File: config.mk
export PLATFORM = sky130hd
export DESIGN_NAME = fir_mac
export DESIGN_NICKNAME = d
export VERILOG_FILES = /design/src/rtl/fir_pkg.sv /design/src/rtl/fir_mac.sv
export SDC_FILE = /design/constraint.sdc
export NUM_CORES = 1
export LEC_CHECK = 0
export BUFFER_PORTS_ARGS = -buffer_cell sky130_fd_sc_hd__buf_2
export CORE_MARGIN = 2
export CORE_UTILIZATION = 50
export DETAILED_ROUTE_END_ITERATION = 6
export PLACE_DENSITY = 0.79
export SETUP_SLACK_MARGIN = 0.02
export SYNTH_ARGS = -nofsm -noshare
export SYNTH_HDL_FRONTEND = slang
export SYNTH_SLANG_ARGS = --single-unit
File: constraint.sdc
create_clock -name clk -period 3.53 [get_ports clk]
set_input_delay 0.1765 -clock clk [delete_from_list [all_inputs] [get_ports clk]]
set_output_delay 0.1765 -clock clk [all_outputs]
set_load 0.005 [all_outputs]
File: src/rtl/fir_pkg.sv
// Shared types and constants for the fixed-point FIR filter.
// Used by the tap cells, the multiply-accumulate unit and the top level.
// Has no dependencies.
package fir_pkg;

	// Filter geometry and field widths.
	localparam int TAPS        = 181;
	localparam int SAMPLE_BITS = 16;
	localparam int DATA_W      = 16;
	localparam int IDX_W       = 8;
	localparam int ACC_W       = 32;
	localparam int SHIFT_W     = 4;
	localparam int CNT_W       = (TAPS > 1) ? $clog2(TAPS) : 1;
	localparam int SAMPLE_PAD  = DATA_W - SAMPLE_BITS;

	localparam logic [SHIFT_W-1:0] SHIFT_RESET = SHIFT_W'(8);

	// Input kinds carried on the slave tuser bit.
	localparam logic ACT_SAMPLE = 1'b0;
	localparam logic ACT_COEF   = 1'b1;

	// Shift controls broadcast along the tap chain.
	typedef struct packed {
		logic x_shift;
		logic c_shift;
	} cell_ctrl_t;

	// Controls for the multiply-accumulate unit.
	typedef struct packed {
		logic clear;
		logic en;
	} mac_ctrl_t;

	// Takes the low SAMPLE_BITS bits of a value as a signed sample.
	function automatic logic signed [DATA_W-1:0] sext_sample(input logic signed [DATA_W-1:0] v);
		logic signed [DATA_W-1:0] t;
		t = v <<< SAMPLE_PAD;
		return t >>> SAMPLE_PAD;
	endfunction

endpackage

File: src/rtl/fir_mac.sv
// Multiply-accumulate unit at the head of the tap ring.
// Registered product, then arithmetic shift and wrapping 32-bit sum. Depends on fir_pkg.
module fir_mac (
	input  logic                                clk,
	input  logic                                arst_n,
	input  fir_pkg::mac_ctrl_t                  ctrl,
	input  logic [fir_pkg::SHIFT_W-1:0]         shift,
	input  logic signed [fir_pkg::DATA_W-1:0]   x,
	input  logic signed [fir_pkg::DATA_W-1:0]   c,
	output logic signed [fir_pkg::ACC_W-1:0]    acc_q
);
	import fir_pkg::*;

	logic signed [ACC_W-1:0] prod_s1;
	logic                    vld_s1;

	always_ff @(posedge clk) begin
		if (ctrl.en) begin
			prod_s1 <= ACC_W'(x) * ACC_W'(c);
		end
	end

	always_ff @(posedge clk or negedge arst_n) begin
		if (!arst_n) begin
			vld_s1 <= 1'b0;
			acc_q  <= '0;
		end else begin
			vld_s1 <= ctrl.en && !ctrl.clear;
			if (ctrl.clear) begin
				acc_q <= '0;
			end else if (vld_s1) begin
				// The product fits in 32 bits, so the shift rounds toward minus infinity.
				acc_q <= acc_q + (prod_s1 >>> shift);
			end
		end
	end

endmodule

==> flow_summary.json <==
{
  "outcome": "complete, but fails checks",
  "failed_checks": "setup timing",
  "synth.yosys.seq_area_share": 0.119,
  "rsz0062_at_grt": "true",
  "synth-warning-count": 0,
  "critPathArrivalTime_ns": 5.79,
  "timing.critical_path.required_ns": 3.63,
  "critical_path_class": "input pin to register",
  "syn-cell-area_um2": 15000,
  "ant_nets": 0,
  "critPathMostFrequentCell": "fa_1",
  "ioPinCount": 72,
  "critPathMaxFanout": 7,
  "horiz_die_dim_um": 177,
  "hold-worst-slack_ns": 0.353,
  "detailroute.via_count": 13600,
  "post-synth-top-count-cell": "inv_1",
  "die_y_um": 177,
  "postSynthCellCount": 1641,
  "dr.pass1.iters": 6,
  "grt_start_max_net_pins": 35,
  "synth_top_cell_by_area": "fa_1",
  "timing.max_slew.rel_slack": 0.428,
  "drt_first_iter_violations": 1246,
  "area_of_the_core_um2": 29600,
  "tritoncts": "yes",
  "clock-root-buffer": "clkbuf_16",
  "clk_latency_ns": 0.35,
  "synth_area_per_cell_um2": 9.12,
  "std_cell_rows": 63,
  "synth-seq-cells": 65,
  "yosysTopAreaCellShare": 0.352,
  "post_drt_via_cell_ratio": 5.73,
  "maxCapViolations": 0,
  "post_route_cells_drive_above_1_share": 0.342,
  "final-max-slew-violation-count": 0,
  "critPathSlowestCell": "fa_1",
  "final_hold_viol_count": 0,
  "crit_path_start_kind": "input pin",
  "post_synth_most_frequent_cells": "inv_1 (322), fa_1 (263), nand2_1 (201), and2_1 (124), ha_1 (113)",
  "netlist-cell-type-count": 65,
  "post_synth_main_area_contributors": "fa_1 (35%), ha_1 (9.4%), inv_1 (8.1%)",
  "overflow": 0,
  "path_clk_slew_ns": 0.07,
  "cts-root-to-sink-buffers": 2,
  "timing.clock.skew_ns": 0.0112,
  "antenna_found_initial": 0,
  "synth_fp_nets": 2057,
  "port_buffers": 71,
  "grt.total_usage": 0.289,
  "setup.worst_path.end_class": "register",
  "clock_tree.htree_level_count": 3,
  "worstMarginPinSlew_ns": 0.854,
  "synth-main-ff-cell": "dfrtp_1",
  "period_utilisation_layout": 1.61,
  "start_util": 0.506,
  "flow.area_growth_from_synthesis_pct": 32.8,
  "grt_pass1_vias": 14500,
  "final.setup.worst_slack_ns": -2.17,
  "detail_route.wirelength_um": 47500,
  "cts-buffers-inserted": 9,
  "path_buf_inv": 7,
  "hold_crit_path_type": "input pin to register",
  "slowest_delay_ns": 0.55,
  "place_hpwl_um": 31300,
  "ys_async_sr_fraction": 0.508,
  "final_setup_viols": 33,
  "final_period_minus_worst_setup_slack_ns": 5.70,
  "crit_chain": "buf_12 -> and2_4 -> fa_1 -> inv_2 -> fa_1 -> fa_1 -> inv_1 -> fa_1 -> fa_1 -> inv_2 -> fa_1 -> inv_2 -> ha_4 -> buf_6 -> a21oi_4 -> nor2b_2 -> a2111oi_4 -> o21ai_2 -> buf_6 -> a211oi_4 -> o21bai_1 -> a21oi_1 -> xnor2_1",
  "fmax_ghz": 0.175,
  "gp_congestion": 0.922,
  "n_fill_cell": 1915,
  "num-nets-final": 2390,
  "drc": 0,
  "design.die.area_um2": 31300,
  "synth_enable_flop_cells": 32,
  "grt_first_pass_wirelength_um": 71800,
  "clock_sink_count": 65,
  "wl_per_cell_um": 20.0,
  "family_of_cells_with_the_greatest_summed_delay_on_the_critical_path": "adder cells"
}
[path summary, 6_finish.rpt]
check                            start           to  slack (ns)  cells after the start
max                               c[4]  prod_s1[24]       -2.17                     23
min                            ctrl[1]    acc_q[21]        0.35                      2
max reg2reg                prod_s1[17]    acc_q[31]       -0.14                     12
min reg2reg                  acc_q[28]    acc_q[28]        0.54                      2
max in group asynchronous       arst_n       vld_s1        2.59                      2
min in group asynchronous       arst_n    acc_q[11]        0.44                      2
[worst register-to-register path, cell delays in order, from the launching register on]
cell	delay, ns
edfxtp_1	0.42
mux4_2	0.54
mux4_2	0.51
ha_4	0.25
o211ai_1	0.24
o211ai_1	0.20
a41oi_2	0.22
o22a_1	0.20
a21boi_2	0.07
a32o_2	0.32
a221oi_4	0.27
nor4b_2	0.08
nand4bb_1	0.22
[placed cells by master, fill, tap and decap left out, types with 12 or more instances in the layout]
cell	count
mux2i_1	29
buf_12	16
a21oi_2	22
xnor2_1	36
fa_1	236
nor2_1	71
a31oi_1	16
o21ai_0	13
buf_4	279
ha_4	21
nand2_2	14
dfrtp_1	33
a21oi_1	38
and2_4	28
buf_6	38
and2_1	96
buf_2	47
fa_2	27
o21ai_2	14
xor2_1	16
a21o_1	28
ha_1	84
inv_1	288
edfxtp_1	32
nand2_1	183
nand2b_1	12
mux4_2	19
inv_2	34
o21ai_1	15
[kinds of logic (layout without fill, tap and decap cells)]
kind of cell             after synthesis  in the layout  synth area share
AO/OA/AOI/OAI                        225            225            0.0988
XOR/XNOR                              57             57            0.0334
adder cells (fa/ha/maj)              376            376             0.446
buffers and inverters                388            726            0.0974
flip-flops                            65             65             0.119
multiplexers                          57             57            0.0543
other                                  0              1                 0
AND/OR/NAND/NOR                      473            473             0.150
[final cells by class]
type                       instances  area (um2)  share of cell area
inverter                         323        1210              0.0611
timing repair buffer             387        3230               0.163
sequential                        65        1790              0.0899
antenna                            1        2.50            0.000126
clock inverter                     7        58.8             0.00296
multi-input combinational       1188       12900               0.647
clock buffer                       9         225              0.0113
tap                              390         488              0.0245
[through the flow]
stage / setup slack (ns) / std cells / TNS (ns) / cell area, um2 / util
6_report: -2.17 / 2370 / -39.25 / 19900 / 0.672
5_1_grt: -2.28 / 2369 / -43.35 / 19900 / 0.672
4_1_cts: -1.84 / 2349 / -31.60 / 19300 / 0.652
3_5_place_dp: -2.42 / 2289 / -49.62 / 17700 / 0.600
3_3_place_gp: -2.28 / 2289 / -45.33 / 17700 / 0.600
2_1_floorplan: -2.06 / 1641 / -34.22 / 15400 / -
[registers in the layout (all words and copies together) (netlist names)]
signal / count
acc_q: 32
prod_s1: 32
vld_s1: 1
[what timing repair did]
item / 4_1_cts / 5_1_grt
resized for setup: 243 / 120
pin swaps: 111 / 102
setup buffers: 43 / 29
hold buffers: 1 / 0
gates cloned: 4 / 0
setup endpoints to repair: 42 / 47
hold endpoints to repair: 33 / 0
[routing by layer]
layer | up-vias | track usage | part of all wire | wire length, um
met2 | 765 | 0.526 | 0.50 | 23900
met5 | - | 0 | 0 | 0
met3 | 272 | 0.0404 | 0.067 | 3160
met4 | 0 | 0.135 | 0.065 | 3070
met1 | 6685 | 0.333 | 0.37 | 17400
li1 | 5847 | - | - | -
Power is not shown: default switching activity piles up to over one toggle a cycle in this logic, so the estimate is an artifact.
