`src/rtl/fir_pkg.sv`:
```
// Shared types and constants for the fixed-point FIR filter.
// Used by the tap cells, the multiply-accumulate unit and the top level.
// Has no dependencies.
package fir_pkg;

	// Filter geometry and field widths.
	localparam int TAPS        = 181;
	localparam int SAMPLE_BITS = 16;
	localparam int DATA_W      = 16;
	localparam int IDX_W       = 8;
	localparam int ACC_W       = 32;
	localparam int SHIFT_W     = 4;
	localparam int CNT_W       = (TAPS > 1) ? $clog2(TAPS) : 1;
	localparam int SAMPLE_PAD  = DATA_W - SAMPLE_BITS;

	localparam logic [SHIFT_W-1:0] SHIFT_RESET = SHIFT_W'(8);

	// Input kinds carried on the slave tuser bit.
	localparam logic ACT_SAMPLE = 1'b0;
	localparam logic ACT_COEF   = 1'b1;

	// Shift controls broadcast along the tap chain.
	typedef struct packed {
		logic x_shift;
		logic c_shift;
	} cell_ctrl_t;

	// Controls for the multiply-accumulate unit.
	typedef struct packed {
		logic clear;
		logic en;
	} mac_ctrl_t;

	// Takes the low SAMPLE_BITS bits of a value as a signed sample.
	function automatic logic signed [DATA_W-1:0] sext_sample(input logic signed [DATA_W-1:0] v);
		logic signed [DATA_W-1:0] t;
		t = v <<< SAMPLE_PAD;
		return t >>> SAMPLE_PAD;
	endfunction

endpackage

```
`src/rtl/fir_cell.sv`:
```
// One tap cell of the FIR ring: holds one delayed sample and one coefficient.
// Depends on fir_pkg.
module fir_cell (
	input  logic                                clk,
	input  logic                                arst_n,
	input  fir_pkg::cell_ctrl_t                 ctrl,
	input  logic signed [fir_pkg::DATA_W-1:0]   x_in,
	input  logic signed [fir_pkg::DATA_W-1:0]   c_in,
	input  logic                                wr_en,
	input  logic signed [fir_pkg::DATA_W-1:0]   wr_val,
	output logic signed [fir_pkg::DATA_W-1:0]   x_q,
	output logic signed [fir_pkg::DATA_W-1:0]   c_q
);
	import fir_pkg::*;

	always_ff @(posedge clk or negedge arst_n) begin
		if (!arst_n) begin
			x_q <= '0;
			c_q <= '0;
		end else begin
			if (ctrl.x_shift) begin
				x_q <= x_in;
			end
			if (wr_en) begin
				c_q <= wr_val;
			end else if (ctrl.c_shift) begin
				c_q <= c_in;
			end
		end
	end

endmodule

```
`config.mk`:
```
export PLATFORM = sky130hd
export DESIGN_NAME = fir_cell
export DESIGN_NICKNAME = d
export VERILOG_FILES = /design/src/rtl/fir_pkg.sv /design/src/rtl/fir_cell.sv
export SDC_FILE = /design/constraint.sdc
export NUM_CORES = 1
export LEC_CHECK = 0
export BUFFER_PORTS_ARGS = -buffer_cell sky130_fd_sc_hd__buf_4
export CAP_MARGIN = 15
export CORE_MARGIN = 2
export CORE_UTILIZATION = 45
export DETAILED_ROUTE_END_ITERATION = 12
export PLACE_DENSITY_LB_ADDON = 0.15
export SETUP_SLACK_MARGIN = 0.5
export SLEW_MARGIN = 20
export SYNTH_ARGS = -nofsm -noshare
export SYNTH_HDL_FRONTEND = slang
export SYNTH_SLANG_ARGS = --single-unit
```
`constraint.sdc`:
```
create_clock -name clk -period 2.5 [get_ports clk]
set_clock_uncertainty 0.1 [all_clocks]
set_input_delay 0.5 -clock clk [delete_from_list [all_inputs] [get_ports clk]]
set_output_delay 0.5 -clock clk [all_outputs]
set_load 0.01 [all_outputs]
```
==> results of run 1 <==
kinds of logic after synthesis:
family          synth area share
compound gates            0.0574
buf+inv                   0.0547
simple gates              0.0431
mux                        0.271
flops                      0.574
registers in the layout (all words and copies together) (netlist names):
| signal | count |
|---|---|
| c_q | 16 |
| x_q | 16 |
routing by layer:
layer | GRT usage | vias up | part of all wire
met3 | 0.0779 | 6 | 0.088
met5 | 0 | - | 0
li1 | - | 523 | -
met1 | 0.220 | 498 | 0.41
met2 | 0.309 | 49 | 0.49
met4 | 0.0762 | 0 | 0.015
power groups by stage:
stage | registers [uW] | clock network [uW] | logic (uW)
finish | 596 | 321 | 270
global route | 603 | 360 | 294
CTS | 597 | 329 | 275
detailed placement | 607 | 0 | 273
global placement | 603 | 0 | 266
floorplan | 626 | 0 | 95.6
metrics by stage:
stage	utilization	std cells	worst slack [ns]	hold WS, ns
after floorplan	-	103	1.24	0.104
after global placement	0.663	213	1.17	0.355
after detailed placement	0.663	213	1.16	0.353
after global routing	0.688	221	0.964	0.263
final	0.688	221	1.02	0.278
after CTS	0.688	221	1.00	0.272
cell type report:
cell class	instances	area (sq um)
Tap cell	33	41.3
Fill cell	238	937
Sequential cell	32	801
Multi-Input combinational cell	64	518
Timing Repair Buffer	85	641
Clock buffer	7	65.1
worst max-delay path by stage:
stage / startpoint / to / slack (ns) / cells after the start
floorplan: ctrl[1] / x_q[10] / 1.24 / 3
global placement: ctrl[1] / x_q[1] / 1.17 / 2
detailed placement: ctrl[1] / x_q[14] / 1.16 / 2
CTS: x_q[4] / x_q[4] / 1.00 / 1
global route: x_q[4] / x_q[4] / 0.96 / 1
finish: x_q[4] / x_q[4] / 1.02 / 1
cells in the final DEF, fill, tap and decap left out:
| master | Yosys | final |
|---|---|---|
| mux2_2 | 6 | 6 |
| o21ai_1 | 10 | 10 |
| mux2i_1 | 16 | 16 |
| clkbuf_4 | 0 | 5 |
| clkbuf_8 | 0 | 2 |
| mux2_4 | 10 | 10 |
| buf_4 | 0 | 84 |
| dfrtp_1 | 32 | 32 |
| dlygate4sd3_1 | 0 | 1 |
| o21ai_0 | 6 | 6 |
| nand2_1 | 16 | 16 |
==> flow_metrics.env, run 1 <==
export IMPL_ant_nets=0
export IMPL_dp_hpwl_microns=2330
export IMPL_syn_inst=103
export IMPL_status="complete, no violations"
export IMPL_coreArea_sq_um=3000
export IMPL_post_cts_setup_buffers=0
export IMPL_power_leakage_uw=0.00108
export IMPL_max_slew_margin_rel=0.741
export IMPL_final_hold_violation_count=0
export IMPL_dieArea_sq_um=3560
export IMPL_syn_avg_cell_area_sq_um=13.5
export IMPL_cp_top_family="flip-flops"
export IMPL_die_h_microns=59.7
export IMPL_synthDistinctLibCells=11
export IMPL_setup_viol=0
export IMPL_yosysSeqAreaShare=0.574
export IMPL_synth_area_top_cells="dfrtp_1 (57%), mux2i_1 (11%), mux2_4 (11%), mux2_2 (4.8%), nand2_1 (4.3%)"
export IMPL_path_cells="buf_4"
export IMPL_cp_end_kind="primary output"
export IMPL_grt_usage=0.189
export IMPL_ys_flop_type="dfrtp_1"
export IMPL_clkLatencyLatePin_ns=0.32
export IMPL_row_count=20
export IMPL_netSwitchingPower_uw=296
export IMPL_antennaDiodeCount=0
export IMPL_yosysMostFrequentCell="dfrtp_1"
export IMPL_synth_top_area_share=0.574
export IMPL_port_buffers=84
export IMPL_htree_levels=2
export IMPL_p_int_uw=892
export IMPL_r2r_end="x_q[4]"
export IMPL_finalInstanceArea_sq_um=2070
export IMPL_via_per_inst=4.87
export IMPL_hold_end="c_q[14]"
export IMPL_synth_common_cells="dfrtp_1 (32), mux2i_1 (16), nand2_1 (16), mux2_4 (10), o21ai_1 (10)"
export IMPL_worstRegToRegCells=1
export IMPL_whs_path_depth=3
export IMPL_cts_buffers=5
export IMPL_boundaryPins=85
export IMPL_ys_warn_count=0
export IMPL_drt_first_pass_iters=4
export IMPL_synth_edff_count=0
export IMPL_syn_nets=156
export IMPL_tightest_slew_ns=0.389
export IMPL_cts_sinks=32
export IMPL_rsz0062_at_grt="no"
export IMPL_grt_pass1_wl_microns=4860
export IMPL_crit_fanout=2
export IMPL_drive_gt1_frac=0.569
export IMPL_routed_wl_microns=3090
export IMPL_arrival_ns=0.88
export IMPL_grt_max_degree=33
export IMPL_crit_buf_inv=1
export IMPL_switching_share=0.249
export IMPL_area_delta_synth_final_pct=48.1
export IMPL_gp_congestion=0.641
export IMPL_cp_slowest_cell="dfrtp_1"
export IMPL_synth_area_leader_cell="dfrtp_1"
export IMPL_vias=1076
export IMPL_fin_crit_ns=1.48
export IMPL_cts_root_buf="clkbuf_4"
export IMPL_rrSetupSlack_ns=1.62
export IMPL_slowest_delay_ns=0.41
export IMPL_clkSlewWorstSetupHoldPaths_ns=0.09
export IMPL_post_route_period_util=0.592
export IMPL_crit_path_start_kind="flip-flop"
export IMPL_worst_ir_drop_vdd_uv=347
export IMPL_fin_tns_setup_ns=0
export IMPL_final_max_slew_viol_count=0
export IMPL_hold_class="input port to flip-flop"
export IMPL_syn_cell_area_sq_um=1400
export IMPL_grt_pass1_vias=1084
export IMPL_reg2reg_from="x_q[4]"
export IMPL_die_w_microns=59.7
export IMPL_path_class="flip-flop to primary output"
export IMPL_power_frac_comb=0.228
export IMPL_power_frac_seq=0.502
export IMPL_crit_required_ns=1.90
export IMPL_powerDensity_nw_per_um2=575
export IMPL_finalNetCount=241
export IMPL_antenna_found_initial=0
export IMPL_clockPowerShare=0.271
export IMPL_start_util=0.465
export IMPL_cts_hold_buf=1
export IMPL_total_power_uw=1190
export IMPL_drc_errors=0
export IMPL_drt_iter0_markers=26
export IMPL_ys_async_sr_fraction=1.00
export IMPL_fmax_mhz=676
export IMPL_ys_ff_latch=32
export IMPL_place_area_sq_um=1990
export IMPL_cts_resized=0
export IMPL_clk_path_buf_depth=2
export IMPL_grt_ovfl_total=0
export IMPL_cts_tree="done"
export IMPL_timing_max_cap_violations=0
export IMPL_hold_start="wr_val[14]"
export IMPL_wl_per_cell_microns=14.0
Power figures use the tool's default switching activity.
==> inputs of run 2 (changes only) <==
--- a/config.mk
+++ b/config.mk
@@ -8,7 +8,7 @@
 export BUFFER_PORTS_ARGS = -buffer_cell sky130_fd_sc_hd__buf_4
 export CAP_MARGIN = 15
 export CORE_MARGIN = 2
-export CORE_UTILIZATION = 45
+export CORE_UTILIZATION = 42
 export DETAILED_ROUTE_END_ITERATION = 12
 export PLACE_DENSITY_LB_ADDON = 0.15
 export SETUP_SLACK_MARGIN = 0.5
==> constraint.sdc (replaced) <==
create_clock -name clk -period 1.4 [get_ports clk]
set_clock_uncertainty 0.1 [all_clocks]
set_input_delay 0.28 -clock clk [delete_from_list [all_inputs] [get_ports clk]]
set_output_delay 0.28 -clock clk [all_outputs]
set_load 0.01 [all_outputs]
==> run 2 against run 1 <==
Via count rose by 4.4%. Sequential share of layout area fell by 4.4 points. Cell count rose by 12%. Total power rose by 87%. Register-to-register slack got worse by 1.3 ns. Clock power rose by 64%. Worst hold slack got worse by 0.22 ns. Routed wire length rose by 11%. Setup slack got worse by 0.87 ns. Sequential cell count did not move. Utilization rose by 6.2 points. Die area rose by 6.7%. Highest routed layer unchanged.
==> flow_metrics.env, run 2 (synthesized netlist as in run 1, its figures left out) <==
export IMPL_status="complete, no violations"
export IMPL_row_count=20
export IMPL_netSwitchingPower_uw=557
export IMPL_final_common_cell="buf_4"
export IMPL_port_buffers=84
export IMPL_grt_max_degree=33
export IMPL_clkLatencyLatePin_ns=0.32
export IMPL_crit_path_start_kind="flip-flop"
export IMPL_p_int_uw=1670
export IMPL_drt_iter0_markers=51
export IMPL_finalInstanceArea_sq_um=2330
export IMPL_grt_usage=0.185
export IMPL_crit_required_ns=1.02
export IMPL_drive_gt1_frac=0.591
export IMPL_rsz0062_at_grt="yes"
export IMPL_finalNetCount=255
export IMPL_crit_fanout=2
export IMPL_cp_slowest_cell="dfrtp_1"
export IMPL_ant_nets=0
export IMPL_grt_pass1_wl_microns=4950
export IMPL_path_class="flip-flop to primary output"
export IMPL_clk_path_buf_depth=2
export IMPL_dp_hpwl_microns=2310
export IMPL_fin_crit_ns=1.25
export IMPL_arrival_ns=0.87
export IMPL_grt_pass1_vias=1139
export IMPL_clkSlewWorstSetupHoldPaths_ns=0.09
export IMPL_cts_root_buf="clkbuf_4"
export IMPL_place_ws_ns=0.266
export IMPL_hold_class="input port to flip-flop"
export IMPL_final_cell_mix="buf_4 (59), buf_6 (39), dfrtp_1 (32)"
export IMPL_vias=1123
export IMPL_setup_viol=0
export IMPL_total_power_uw=2230
export IMPL_cp_end_kind="primary output"
export IMPL_antennaDiodeCount=0
export IMPL_clockPowerShare=0.237
export IMPL_boundaryPins=85
export IMPL_cts_buffers=5
export IMPL_fmax_mhz=801
export IMPL_area_delta_synth_final_pct=66.9
export IMPL_path_cells="buf_6"
export IMPL_power_leakage_uw=0.00120
export IMPL_grt_ovfl_total=0
export IMPL_finalCoreUtilization=0.750
export IMPL_cts_tree="done"
export IMPL_top_regs="c_q x16, x_q x16"
export IMPL_start_util=0.450
export IMPL_max_slew_margin_rel=0.733
export IMPL_dieArea_sq_um=3800
export IMPL_coreArea_sq_um=3100
export IMPL_layout_setup_ws_ns=0.152
export IMPL_cp_top_family="flip-flops"
export IMPL_power_frac_comb=0.276
export IMPL_slowest_delay_ns=0.42
export IMPL_final_hold_violation_count=0
export IMPL_die_h_microns=61.6
export IMPL_crit_buf_inv=1
export IMPL_post_route_period_util=0.892
export IMPL_powerDensity_nw_per_um2=956
export IMPL_final_max_slew_viol_count=0
export IMPL_gp_congestion=0.729
export IMPL_place_area_sq_um=2000
export IMPL_via_per_inst=4.55
export IMPL_cts_sinks=32
export IMPL_antenna_found_initial=0
export IMPL_tightest_slew_ns=0.400
export IMPL_worst_ir_drop_vdd_uv=671
export IMPL_power_frac_seq=0.487
export IMPL_switching_share=0.250
export IMPL_fin_tns_setup_ns=0
export IMPL_htree_levels=2
export IMPL_drt_first_pass_iters=4
export IMPL_wl_per_cell_microns=13.9
export IMPL_timing_max_cap_violations=0
export IMPL_drc_errors=0
export IMPL_routed_wl_microns=3430
export IMPL_die_w_microns=61.6
-- run 2: final timing paths --
check / startpoint / endpoint / slack (ns) / cells past startpoint
max: c_q[0] / c_q[0] / 0.15 / 1
min: wr_val[2] / c_q[2] / 0.06 / 3
max reg2reg: x_q[15] / x_q[15] / 0.31 / 3
min reg2reg: x_q[13] / x_q[13] / 0.44 / 1
max in group asynchronous: arst_n / x_q[5] / 0.57 / 2
min in group asynchronous: arst_n / x_q[0] / 0.33 / 2
-- run 2: routing by layer --
layer,GRT usage,up-vias,part of all wire
li1,-,548,-
met1,0.209,515,0.39
met2,0.313,58,0.52
met3,0.0798,2,0.092
met4,0.0608,0,0.0047
met5,0,-,0
-- run 2: cell type report --
class	count	area (sq um)
timing repair buffer	99	892
tap	44	55.1
sequential	32	801
fill	243	774
clock buffer	8	58.8
multi-input combinational	64	522
-- run 2: timing repair --
action	4_1_cts	5_1_grt
buffers inserted	9	5
gates resized for setup	32	12
endpoints found under the setup margin	32	49
hold endpoints to repair	32	0
pin swaps	0	2
cloned	0	0
hold buffers	1	0
-- run 2: power by group through the flow --
| stage | combinational (uW) | sequential (uW) | clock, uW |
|---|---|---|---|
| after floorplan | 175 | 1120 | 0 |
| after global placement | 475 | 1080 | 0 |
| after detailed placement | 490 | 1080 | 0 |
| after CTS | 581 | 1080 | 554 |
| after global routing | 664 | 1090 | 585 |
| final | 614 | 1080 | 528 |
-- run 2: metrics by stage --
step / std cells / hold slack (ns)
6_report: 247 / 0.0613
3_3_place_gp: 224 / 0.130
3_5_place_dp: 224 / 0.135
4_1_cts: 242 / 0.0463
5_1_grt: 247 / 0.0465
2_1_floorplan: 103 / -0.116
